File: config.mk
export PLATFORM = sky130hd
export DESIGN_NAME = grey_contrast_stretch_core
export DESIGN_NICKNAME = d
export VERILOG_FILES = /design/src/sv/gcs_pkg.sv /design/src/sv/gcs_front.sv /design/src/sv/gcs_queue.sv /design/src/sv/gcs_divide.sv /design/src/sv/grey_contrast_stretch_core.sv
export SDC_FILE = /design/constraint.sdc
export NUM_CORES = 1
export LEC_CHECK = 0
export BUFFER_PORTS_ARGS = -buffer_cell sky130_fd_sc_hd__buf_2
export CAP_MARGIN = 20
export CORE_MARGIN = 2
export CORE_UTILIZATION = 47
export DETAILED_ROUTE_END_ITERATION = 10
export PLACE_DENSITY = 0.65
export SETUP_SLACK_MARGIN = 0.4
export SYNTH_ARGS = -nofsm -noshare
export SYNTH_HDL_FRONTEND = slang
export SYNTH_SLANG_ARGS = --single-unit
export TNS_END_PERCENT = 100
File: constraint.sdc
create_clock -name aclk -period 3.1 [get_ports aclk]
set_input_delay 0.31 -clock aclk [delete_from_list [all_inputs] [get_ports aclk]]
set_output_delay 0.31 -clock aclk [all_outputs]
set_load 0.1 [all_outputs]
File: src/sv/gcs_pkg.sv
// Shared types and constants for the grey-level contrast stretch core.
// Used by every module of the block; no dependencies of its own.
package gcs_pkg;

    localparam int PIX_W       = 8;
    localparam int NUM_W       = 2 * PIX_W;
    localparam int QUEUE_DEPTH = 2;
    localparam int QPTR_W      = (QUEUE_DEPTH > 1) ? $clog2(QUEUE_DEPTH) : 1;
    localparam int QCNT_W      = $clog2(QUEUE_DEPTH + 1);
    localparam int STEP_W      = $clog2(PIX_W);

    localparam logic [PIX_W-1:0]  FULL_SCALE = {PIX_W{1'b1}};
    localparam logic [PIX_W-1:0]  MIN_RESET  = {PIX_W{1'b1}};
    localparam logic [PIX_W-1:0]  MAX_RESET  = {PIX_W{1'b0}};
    localparam logic [STEP_W-1:0] STEP_LAST  = STEP_W'(PIX_W - 1);

    // One queued stretch job: either a ready value (is_div low, value in
    // num[PIX_W-1:0]) or a division num / den with the quotient below 2**PIX_W.
    typedef struct packed {
        logic             is_div;
        logic [NUM_W-1:0] num;
        logic [PIX_W-1:0] den;
    } gcs_entry_t;

    typedef enum logic [1:0] {
        ST_IDLE,
        ST_DIV,
        ST_OUT
    } gcs_state_t;

endpackage

File: src/sv/gcs_front.sv
// Front end: takes input transfers, tracks the running min/max and
// classifies stretch pixels into queue jobs. Depends on gcs_pkg.
module gcs_front (
    input  logic                      aclk,
    input  logic                      aresetn,
    input  logic                      s_valid,
    output logic                      s_ready,
    input  logic                      s_action,
    input  logic                      s_first,
    input  logic [gcs_pkg::PIX_W-1:0] s_pixel,
    input  logic                      q_full,
    output logic                      push,
    output gcs_pkg::gcs_entry_t       entry
);
    import gcs_pkg::*;

    logic [PIX_W-1:0] run_min_reg, run_min_next;
    logic [PIX_W-1:0] run_max_reg, run_max_next;
    logic             accept;
    logic [PIX_W-1:0] offset;
    logic [PIX_W-1:0] range;

    assign s_ready = !q_full;
    assign accept  = s_valid && s_ready;
    assign push    = accept && s_action;

    always_comb begin
        run_min_next = run_min_reg;
        run_max_next = run_max_reg;
        if (accept && !s_action) begin
            if (s_first) begin
                run_min_next = s_pixel;
                run_max_next = s_pixel;
            end else begin
                if (s_pixel < run_min_reg) begin
                    run_min_next = s_pixel;
                end
                if (s_pixel > run_max_reg) begin
                    run_max_next = s_pixel;
                end
            end
        end
    end

    always_ff @(posedge aclk) begin
        if (!aresetn) begin
            run_min_reg <= MIN_RESET;
            run_max_reg <= MAX_RESET;
        end else begin
            run_min_reg <= run_min_next;
            run_max_reg <= run_max_next;
        end
    end

    assign offset = s_pixel - run_min_reg;
    assign range  = run_max_reg - run_min_reg;

    // Flat or empty range and out-of-range pixels bypass the divider.
    always_comb begin
        entry.is_div = 1'b0;
        entry.num    = '0;
        entry.den    = range;
        if (run_max_reg <= run_min_reg || s_pixel < run_min_reg) begin
            entry.num = '0;
        end else if (s_pixel > run_max_reg) begin
            entry.num = {{(NUM_W-PIX_W){1'b0}}, FULL_SCALE};
        end else begin
            entry.is_div = 1'b1;
            // offset * 255 as (offset << 8) - offset
            entry.num    = {offset, {PIX_W{1'b0}}} - {{PIX_W{1'b0}}, offset};
        end
    end

`ifndef NO_ASSERTIONS
    a_range_order: assert property (@(posedge aclk) disable iff (!aresetn)
        (accept && !s_action) |=> (run_min_reg <= run_max_reg))
        else $error("min above max after a measure transfer");
    a_div_nonzero: assert property (@(posedge aclk) disable iff (!aresetn)
        (push && entry.is_div) |-> (entry.den != '0))
        else $error("division job with zero divisor");
    a_no_push_full: assert property (@(posedge aclk) disable iff (!aresetn)
        push |-> !q_full)
        else $error("push into full queue");
`endif

endmodule

File: src/sv/gcs_queue.sv
// Short register queue of stretch jobs between front end and divider.
// Depends on gcs_pkg for the entry type and depth.
module gcs_queue (
    input  logic                aclk,
    input  logic                aresetn,
    input  logic                push,
    input  gcs_pkg::gcs_entry_t push_entry,
    input  logic                pop,
    output gcs_pkg::gcs_entry_t head,
    output logic                full,
    output logic                empty
);
    import gcs_pkg::*;

    gcs_entry_t        slot_reg [QUEUE_DEPTH];
    logic [QPTR_W-1:0] wr_ptr_reg, wr_ptr_next;
    logic [QPTR_W-1:0] rd_ptr_reg, rd_ptr_next;
    logic [QCNT_W-1:0] count_reg, count_next;

    assign full  = (count_reg == QCNT_W'(QUEUE_DEPTH));
    assign empty = (count_reg == '0);
    assign head  = slot_reg[rd_ptr_reg];

    always_comb begin
        wr_ptr_next = wr_ptr_reg;
        rd_ptr_next = rd_ptr_reg;
        count_next  = count_reg;
        if (push) begin
            wr_ptr_next = (wr_ptr_reg == QPTR_W'(QUEUE_DEPTH - 1)) ? '0 : wr_ptr_reg + 1'b1;
        end
        if (pop) begin
            rd_ptr_next = (rd_ptr_reg == QPTR_W'(QUEUE_DEPTH - 1)) ? '0 : rd_ptr_reg + 1'b1;
        end
        if (push && !pop) begin
            count_next = count_reg + 1'b1;
        end else if (pop && !push) begin
            count_next = count_reg - 1'b1;
        end
    end

    always_ff @(posedge aclk) begin
        if (!aresetn) begin
            wr_ptr_reg <= '0;
            rd_ptr_reg <= '0;
            count_reg  <= '0;
        end else begin
            wr_ptr_reg <= wr_ptr_next;
            rd_ptr_reg <= rd_ptr_next;
            count_reg  <= count_next;
        end
    end

    always_ff @(posedge aclk) begin
        if (push) begin
            slot_reg[wr_ptr_reg] <= push_entry;
        end
    end

`ifndef NO_ASSERTIONS
    a_count_bound: assert property (@(posedge aclk) disable iff (!aresetn)
        count_reg <= QCNT_W'(QUEUE_DEPTH))
        else $error("queue count beyond depth");
    a_pop_empty: assert property (@(posedge aclk) disable iff (!aresetn)
        pop |-> !empty)
        else $error("pop from empty queue");
    a_ptr_track: assert property (@(posedge aclk) disable iff (!aresetn)
        (empty || full) |-> (wr_ptr_reg == rd_ptr_reg))
        else $error("queue pointers out of step with count");
`endif

endmodule

File: src/sv/gcs_divide.sv
// Back end: radix-2 restoring divider, one quotient bit a cycle, plus the
// output register of the result channel. Depends on gcs_pkg.
module gcs_divide (
    input  logic                      aclk,
    input  logic                      aresetn,
    input  logic                      q_empty,
    input  gcs_pkg::gcs_entry_t       q_head,
    output logic                      pop,
    output logic                      m_valid,
    input  logic                      m_ready,
    output logic [gcs_pkg::PIX_W-1:0] m_stretched
);
    import gcs_pkg::*;

    gcs_state_t        state_reg, state_next;
    logic [PIX_W-1:0]  rem_reg, rem_next;
    logic [PIX_W-1:0]  dvd_reg, dvd_next;
    logic [PIX_W-1:0]  den_reg, den_next;
    logic [PIX_W-1:0]  res_reg, res_next;
    logic [STEP_W-1:0] step_reg, step_next;
    logic [PIX_W:0]    trial;
    logic              qbit;

    // Next state
    always_comb begin
        state_next = state_reg;
        case (state_reg)
            ST_IDLE: begin
                if (!q_empty) begin
                    state_next = q_head.is_div ? ST_DIV : ST_OUT;
                end
            end
            ST_DIV: begin
                if (step_reg == STEP_LAST) begin
                    state_next = ST_OUT;
                end
            end
            ST_OUT: begin
                if (m_ready) begin
                    state_next = ST_IDLE;
                end
            end
            default: state_next = ST_IDLE;
        endcase
    end

    // Outputs
    always_comb begin
        pop     = 1'b0;
        m_valid = 1'b0;
        case (state_reg)
            ST_IDLE: pop     = !q_empty;
            ST_DIV:  pop     = 1'b0;
            ST_OUT:  m_valid = 1'b1;
            default: begin
                pop     = 1'b0;
                m_valid = 1'b0;
            end
        endcase
    end

    assign trial = {rem_reg, dvd_reg[PIX_W-1]};
    assign qbit  = (trial >= {1'b0, den_reg});

    // Datapath
    always_comb begin
        rem_next  = rem_reg;
        dvd_next  = dvd_reg;
        den_next  = den_reg;
        res_next  = res_reg;
        step_next = step_reg;
        if (pop) begin
            rem_next  = q_head.num[NUM_W-1:PIX_W];
            dvd_next  = q_head.num[PIX_W-1:0];
            den_next  = q_head.den;
            step_next = '0;
            res_next  = q_head.num[PIX_W-1:0];
        end else if (state_reg == ST_DIV) begin
            // shift in one dividend bit, subtract when it fits
            rem_next  = qbit ? PIX_W'(trial - {1'b0, den_reg}) : trial[PIX_W-1:0];
            dvd_next  = {dvd_reg[PIX_W-2:0], qbit};
            step_next = step_reg + 1'b1;
            if (step_reg == STEP_LAST) begin
                res_next = {dvd_reg[PIX_W-2:0], qbit};
            end
        end
    end

    always_ff @(posedge aclk) begin
        if (!aresetn) begin
            state_reg <= ST_IDLE;
        end else begin
            state_reg <= state_next;
        end
    end

    always_ff @(posedge aclk) begin
        rem_reg  <= rem_next;
        dvd_reg  <= dvd_next;
        den_reg  <= den_next;
        res_reg  <= res_next;
        step_reg <= step_next;
    end

    assign m_stretched = res_reg;

`ifndef NO_ASSERTIONS
    a_rem_below_den: assert property (@(posedge aclk) disable iff (!aresetn)
        (state_reg == ST_DIV) |-> (rem_reg < den_reg))
        else $error("partial remainder not below divisor");
    a_div_finish: assert property (@(posedge aclk) disable iff (!aresetn)
        (state_reg == ST_DIV && step_reg == STEP_LAST) |=> (state_reg == ST_OUT))
        else $error("division did not finish after its last step");
    a_hold_result: assert property (@(posedge aclk) disable iff (!aresetn)
        (state_reg == ST_OUT && !m_ready) |=> (state_reg == ST_OUT && $stable(res_reg)))
        else $error("stalled result lost");
`endif

endmodule

File: src/sv/grey_contrast_stretch_core.sv
// Grey-level min/max contrast stretch for 8-bit pixels.
// Channels: s_* input pixels (action, first, pixel) and m_* stretched
// results, both valid/ready; a transfer happens when valid and ready are high.
// Measure pixels (action low) update the running min/max and give no result;
// first high restarts the search from that pixel. Stretch pixels (action
// high) give one result each, (pixel - min) * 255 / (max - min) truncated,
// 0 for a flat or empty range or a pixel below it, 255 for one above it.
// A stretch job is written to the queue at its input transfer and popped when
// the divider is idle; a job that needs division then passes through 8 divider
// steps before its result is registered for output.
// The radix-2 divider sets the rate and takes no new job until the last result
// has transferred. Measure pixels transfer every cycle while the 2-entry job
// queue has room; stretch jobs keep a copy of the range, so the next frame can
// be measured while they drain.
// Reset (aresetn low, synchronous) empties the queue and divider and sets
// min to 255 and max to 0. When m_ready is low the result holds in its
// output register; the queue then fills and s_ready drops.
module grey_contrast_stretch_core (
    input  logic                      aclk,
    input  logic                      aresetn,
    input  logic                      s_valid,
    output logic                      s_ready,
    input  logic                      s_action,
    input  logic                      s_first,
    input  logic [gcs_pkg::PIX_W-1:0] s_pixel,
    output logic                      m_valid,
    input  logic                      m_ready,
    output logic [gcs_pkg::PIX_W-1:0] m_stretched
);
    import gcs_pkg::*;

    gcs_entry_t push_entry;
    gcs_entry_t head;
    logic       push;
    logic       pop;
    logic       q_full;
    logic       q_empty;

    gcs_front u_front (
        .aclk     (aclk),
        .aresetn  (aresetn),
        .s_valid  (s_valid),
        .s_ready  (s_ready),
        .s_action (s_action),
        .s_first  (s_first),
        .s_pixel  (s_pixel),
        .q_full   (q_full),
        .push     (push),
        .entry    (push_entry)
    );

    gcs_queue u_queue (
        .aclk       (aclk),
        .aresetn    (aresetn),
        .push       (push),
        .push_entry (push_entry),
        .pop        (pop),
        .head       (head),
        .full       (q_full),
        .empty      (q_empty)
    );

    gcs_divide u_divide (
        .aclk        (aclk),
        .aresetn     (aresetn),
        .q_empty     (q_empty),
        .q_head      (head),
        .pop         (pop),
        .m_valid     (m_valid),
        .m_ready     (m_ready),
        .m_stretched (m_stretched)
    );

endmodule

# Word-level counts from Yosys, hierarchy flattened

Memory sizes are Yosys's and may differ from the RTL's. A register that Yosys moved wholly into a read port is not among the register bits.
Index checks and enable logic that the tools add are counted.

Magnitude comparators: 4
Equality and inequality tests: 7
Add/subtract/negate cells: 9
Reductions and logical operators: 22
Muxes and demuxes: 31

Operators by type and width:

| cell                                           | number |
|---|---|
| two-way mux 8 bit                              | 12 |
| two-way mux 16 bit                             | 2 |
| subtractor 8 bit                               | 3 |
| subtractor 16 x 8 -> 16 bit                    | 1 |
| two-way mux 2 bit                              | 6 |
| two-way mux 1 bit                              | 10 |
| nonzero test 2 bit                             | 5 |
| >= comparator 9 x 8 -> 1 bit                   | 1 |
| greater-than comparator 8 bit                  | 1 |
| <= comparator 8 bit                            | 1 |
| less-than comparator 8 bit                     | 1 |
| inequality test 2 bit (second input constant)  | 3 |
| one-hot mux 2 bit (3 select lines)             | 1 |
| AND reduction 2 bit                            | 3 |
| logical AND 1 bit                              | 5 |
| logical NOT 1 bit                              | 5 |
| == test 2 bit (second input constant)          | 2 |
| logical NOT 2 bit                              | 2 |
| adder 3 x 1 -> 3 bit (second input constant)   | 1 |
| == test 3 bit (second input constant)          | 1 |
| AND reduction 3 bit                            | 1 |
| adder 1 bit (second input constant)            | 2 |
| adder 2 x 1 -> 2 bit (second input constant)   | 1 |
| == test 2 x 1 -> 1 bit (second input constant) | 1 |
| other kinds (2)                                | 2 |

Register bits: 57
Memory bits (writable): 50
Memories kept: 1
Output and inout port bits: 10

Memories:

| memory           | depth | bits a word | read ports | clocked after memory_dff | wr ports | RTL line        | RTL |
|---|---|---|---|---|---|---|---|
| u_queue.slot_reg | 2     | 25          | 1          | 1                        | 1        | gcs_queue.sv:15 | `gcs_entry_t slot_reg [QUEUE_DEPTH];` |

# Depth between registers and ports, before layout

Depth in word-level cells: 8
Mapped depth: 11

# Cells and area by module

Synthesis repeated with hierarchy kept, for this count alone.

Cells, all modules: 493
Area total of the unflattened synthesis: 5753.0 um^2

Modules (own cells, without submodules):

| module     | cells an instance | area each (um^2) | times used | seq. area each (um^2) |
|---|---|---|---|---|
| gcs_queue  | 100               | 2021.9           | 1          | 1601.5 |
| gcs_front  | 228               | 1879.3           | 1          | 320.3 |
| gcs_divide | 165               | 1851.8           | 1          | 1061.0 |

# Least setup slack after synthesis

OpenSTA, ideal clock, no wires.

Kind: register -> register
Start point: reg u_queue.count_reg[0]
End point: mem u_queue.slot_reg[0][0] (netlist bit), enable pin
Path slack: 115 ps
Data arrival time: 2577 ps
Cell stages (with the launch flop): 4
Clock period less this slack: 2985 ps
Path through: dfxtp_1 > nand2b_1 > nand3_1 > nor2_1

Word-level cells in the longest chain between the ends: 6

RTL lines:

| element                                 | RTL line                         | RTL |
|---|---|---|
| from (decl)                             | gcs_queue.sv:18                  | `logic [QCNT_W-1:0] count_reg, count_next;` |
| from (signal assigned)                  | gcs_queue.sv:49                  | `count_reg <= count_next;` |
| == test 2 bit                           | gcs_queue.sv:20                  | `assign full = (count_reg == QCNT_W'(QUEUE_DEPTH));` |
| logical NOT 1 bit                       | gcs_front.sv:23                  | `assign s_ready = !q_full;` |
| via s_ready                             | grey_contrast_stretch_core.sv:22 | `output logic s_ready,` |
| logical AND 1 bit                       | gcs_front.sv:24                  | `assign accept = s_valid && s_ready;` |
| logical AND 1 bit                       | gcs_front.sv:25                  | `assign push = accept && s_action;` |
| two-way mux 1 bit                       | gcs_queue.sv:54                  | `if (push) begin` |
| two-way mux 1 bit (implied by the code) | gcs_queue.sv:55                  | `slot_reg[wr_ptr_reg] <= push_entry;` |
| to (decl)                               | gcs_queue.sv:15                  |  |

The timed path passes the listed nets, and every way through them passes these cells.

==> impl_metrics.toml <==
[status]
status = "finished clean"

[worst_setup_path]
cp.required_ns = 3.21
cp-start-kind = "register"
endpoint_kind = "register"
path_class = "reg -> reg"
r2r_slack_ns = 0.49
path_common_cell = "ha_4"
worst_path_max_delay_cell = "dfxtp_2"
worst_path_largest_cell_delay_ns = 0.36
crit_chain = "inv_2 > ha_4 > and2b_1 > or2_4 > ha_4 > nand4b_1 > nor3_2 > a211oi_2 > a22oi_1 > a211o_1 > and3b_1"
cp_max_fo = 4
crit_arrival_ns = 2.72

[clock_network]
hold_buffers = 0
clk_pin_slew_worst_paths_ns = 0.08
max-clock-path-buffers = 2
clock_sinks = 108
h-tree-depth = 3
cts_tree = "done"
ctsRootBufferMaster = "clkbuf_16"
cts-buffers-inserted = 9
insertion_delay_ns = 0.36

[synth]
synth_cell_types = 68
synthCells = 534
ys_top_cells_by_area = "edfxtp_1 (41%), dfxtp_1 (8.7%), ha_1 (7.8%)"
synth_top_area_share_pct = 41.3
yosys.area.top_type = "edfxtp_1"
ys_seq_area_share_pct = 50.0
postSynthAreaPerCell_um2 = 11.2
async_flop_share_pct = 0
syn_area_um2 = 5970
yosysMostFrequentCell = "edfxtp_1"
netlist_top_cells_count = "edfxtp_1 (82), inv_1 (40), nor2b_1 (38)"
ys_seq_elements = 108
synth_edf_count = 82
yosys_warnings = 0
synth_ff_type = "edfxtp_1"
syn_nets = 587

[sta]
setup_viol = 0
setup_tns_ns = 0
clock.fmax_mhz = 383
grt_setup_unrepaired = "yes"
fin_ws_ns = 0.489
post-route-min-period_ns = 2.61
skew_ns = 0.0132
slew_viol_final = 0
fin_crit_sh_pct = 84.2
relSlewSlack_pct = 52.3
tightest_slew_ns = 0.714
hold_violations = 0

[floorplan]
row_count = 41
die_w_um = 117
pin_count = 24
initial_core_util_pct = 47.7
core_um2 = 12500
die_area_um2 = 13600
die_y_um = 117

[drt]
via_per_inst = 5.43
routed_wl_um = 11500
vias = 4014
first_pass_iters = 4
post-route-drc-count = 0
wire_per_inst_um = 15.6
postRouteAntennaNets = 0
drtIter0Drc = 291

[finish]
syn_to_final_growth_pct = 11.8
largest_register_ff_count = 50
finalInstanceArea_um2 = 6670
final_nets = 615
drive_above_1_share_pct = 15.5
diodes = 0

[global_route]
antenna_found_initial = 0
grt_overflow_total = 0
busiest_layer = "met2"
met3_usage_pct = 4.00
grt_pass1_vias = 3882
grt_start_max_net_pins = 32
grt_pass1_wl_um = 18900
use_met1_pct = 23.4
grt_use_met2_pct = 30.3
grtUsageTotal_pct = 18.1

[place]
io_buffer_count = 23
dpl_worst_slack_ns = 0.159
gp_congestion = 0.884
place_area_um2 = 6310
hpwlAfterDp_um = 8560

[power]
p_leak_uw = 0.00262
max-vdd-ir-drop_mv = 0.315
fin_total_pwr_uw = 5970
p_per_area_nw_per_um2 = 895

[min_path]
hold_class = "in -> reg"

[run]
maxCapViolCount = 0
[final cells by class]
class                   count  area (µm²)
clock inverters             7        81.3
inverters                  41         154
clock buffers               9         225
repair buffers             32         183
multi-input cells         370        2830
flip-flops and latches    108        2980
fillers                  1131        5840
well taps                 172         215
[cells in the final DEF, fill, tap and decap left out, drive strengths merged, types with 6 or more instances in the layout]
cell type	synthesis	layout
nand2	28	28
edfxtp	82	82
a21oi	37	37
ha	37	37
a21o	6	6
nor2b	39	39
mux2i	36	36
nor3	10	10
a211oi	9	9
dfxtp	26	26
o21a	10	10
nor2	25	25
and2	7	7
buf	5	32
nand3	8	8
mux2	9	9
clkbuf	10	9
inv	40	43
xnor2	10	10
nand2b	8	8
o21ai	22	22
xor2	6	6
or3	6	6
[timing repair]
| action | 4_1_cts | 5_1_grt |
|---|---|---|
| hold endpoints to repair | 0 | 0 |
| resized for setup | 2 | 8 |
| gates cloned | 0 | 0 |
| setup buffers | 1 | 0 |
| setup endpoints to repair | 4 | 31 |
| pin swaps | 2 | 4 |
[worst max-delay path, delay by kind of cell, from the launching register on]
family	cells	cell delay, ns
AOI/OAI and AO/OA	3	0.76
adders and majority gates	2	0.40
buffers and inverters	1	0.06
and+or+nand+nor	5	0.79
DFF	1	0.36
[layer usage]
layer | wire length, µm | vias up
li1 | - | 2007
met1 | 5290 | 1919
met2 | 5680 | 64
met3 | 295 | 24
met4 | 247 | 0
met5 | 0 | -
[final timing paths]
path | to | start | cells after the start
worst min register to register | u_divide.step_reg[2] | u_divide.step_reg[2] | 2
worst max-delay path | u_queue.slot_reg[1][14] | u_front.run_min_reg[1] | 11
worst max register to register | u_queue.slot_reg[1][14] | u_front.run_min_reg[1] | 11
worst min-delay path | u_front.run_min_reg[0] | s_pixel[0] | 3
[per-stage QoR]
step	utilization (%)	hold slack [ns]	instances
6_report	53.3	0.227	739
5_1_grt	53.3	0.266	739
4_1_cts	53.0	0.228	739
3_5_place_dp	50.4	0.461	722
3_3_place_gp	50.4	0.446	722
2_1_floorplan	-	0.440	534
[cells by family (layout without fill, tap and decap cells)]
| group | after synthesis | after routing | synth area share (%) |
|---|---|---|---|
| and+or+nand+nor | 152 | 152 | 13.9 |
| xor gates and xnor gates | 16 | 16 | 2.35 |
| buffers and inverters | 56 | 89 | 3.75 |
| AOI/OAI and AO/OA | 118 | 118 | 13.8 |
| adders and majority gates | 39 | 39 | 8.43 |
| muxes | 45 | 45 | 7.74 |
| DFF | 108 | 108 | 50.0 |
[power breakdown]
group	switching (µW)	internal, µW
Combinational	1720	915
Sequential	118	2070
Clock	572	576
Total	2410	3560
No activity file was read; power rests on OpenSTA's default activity.
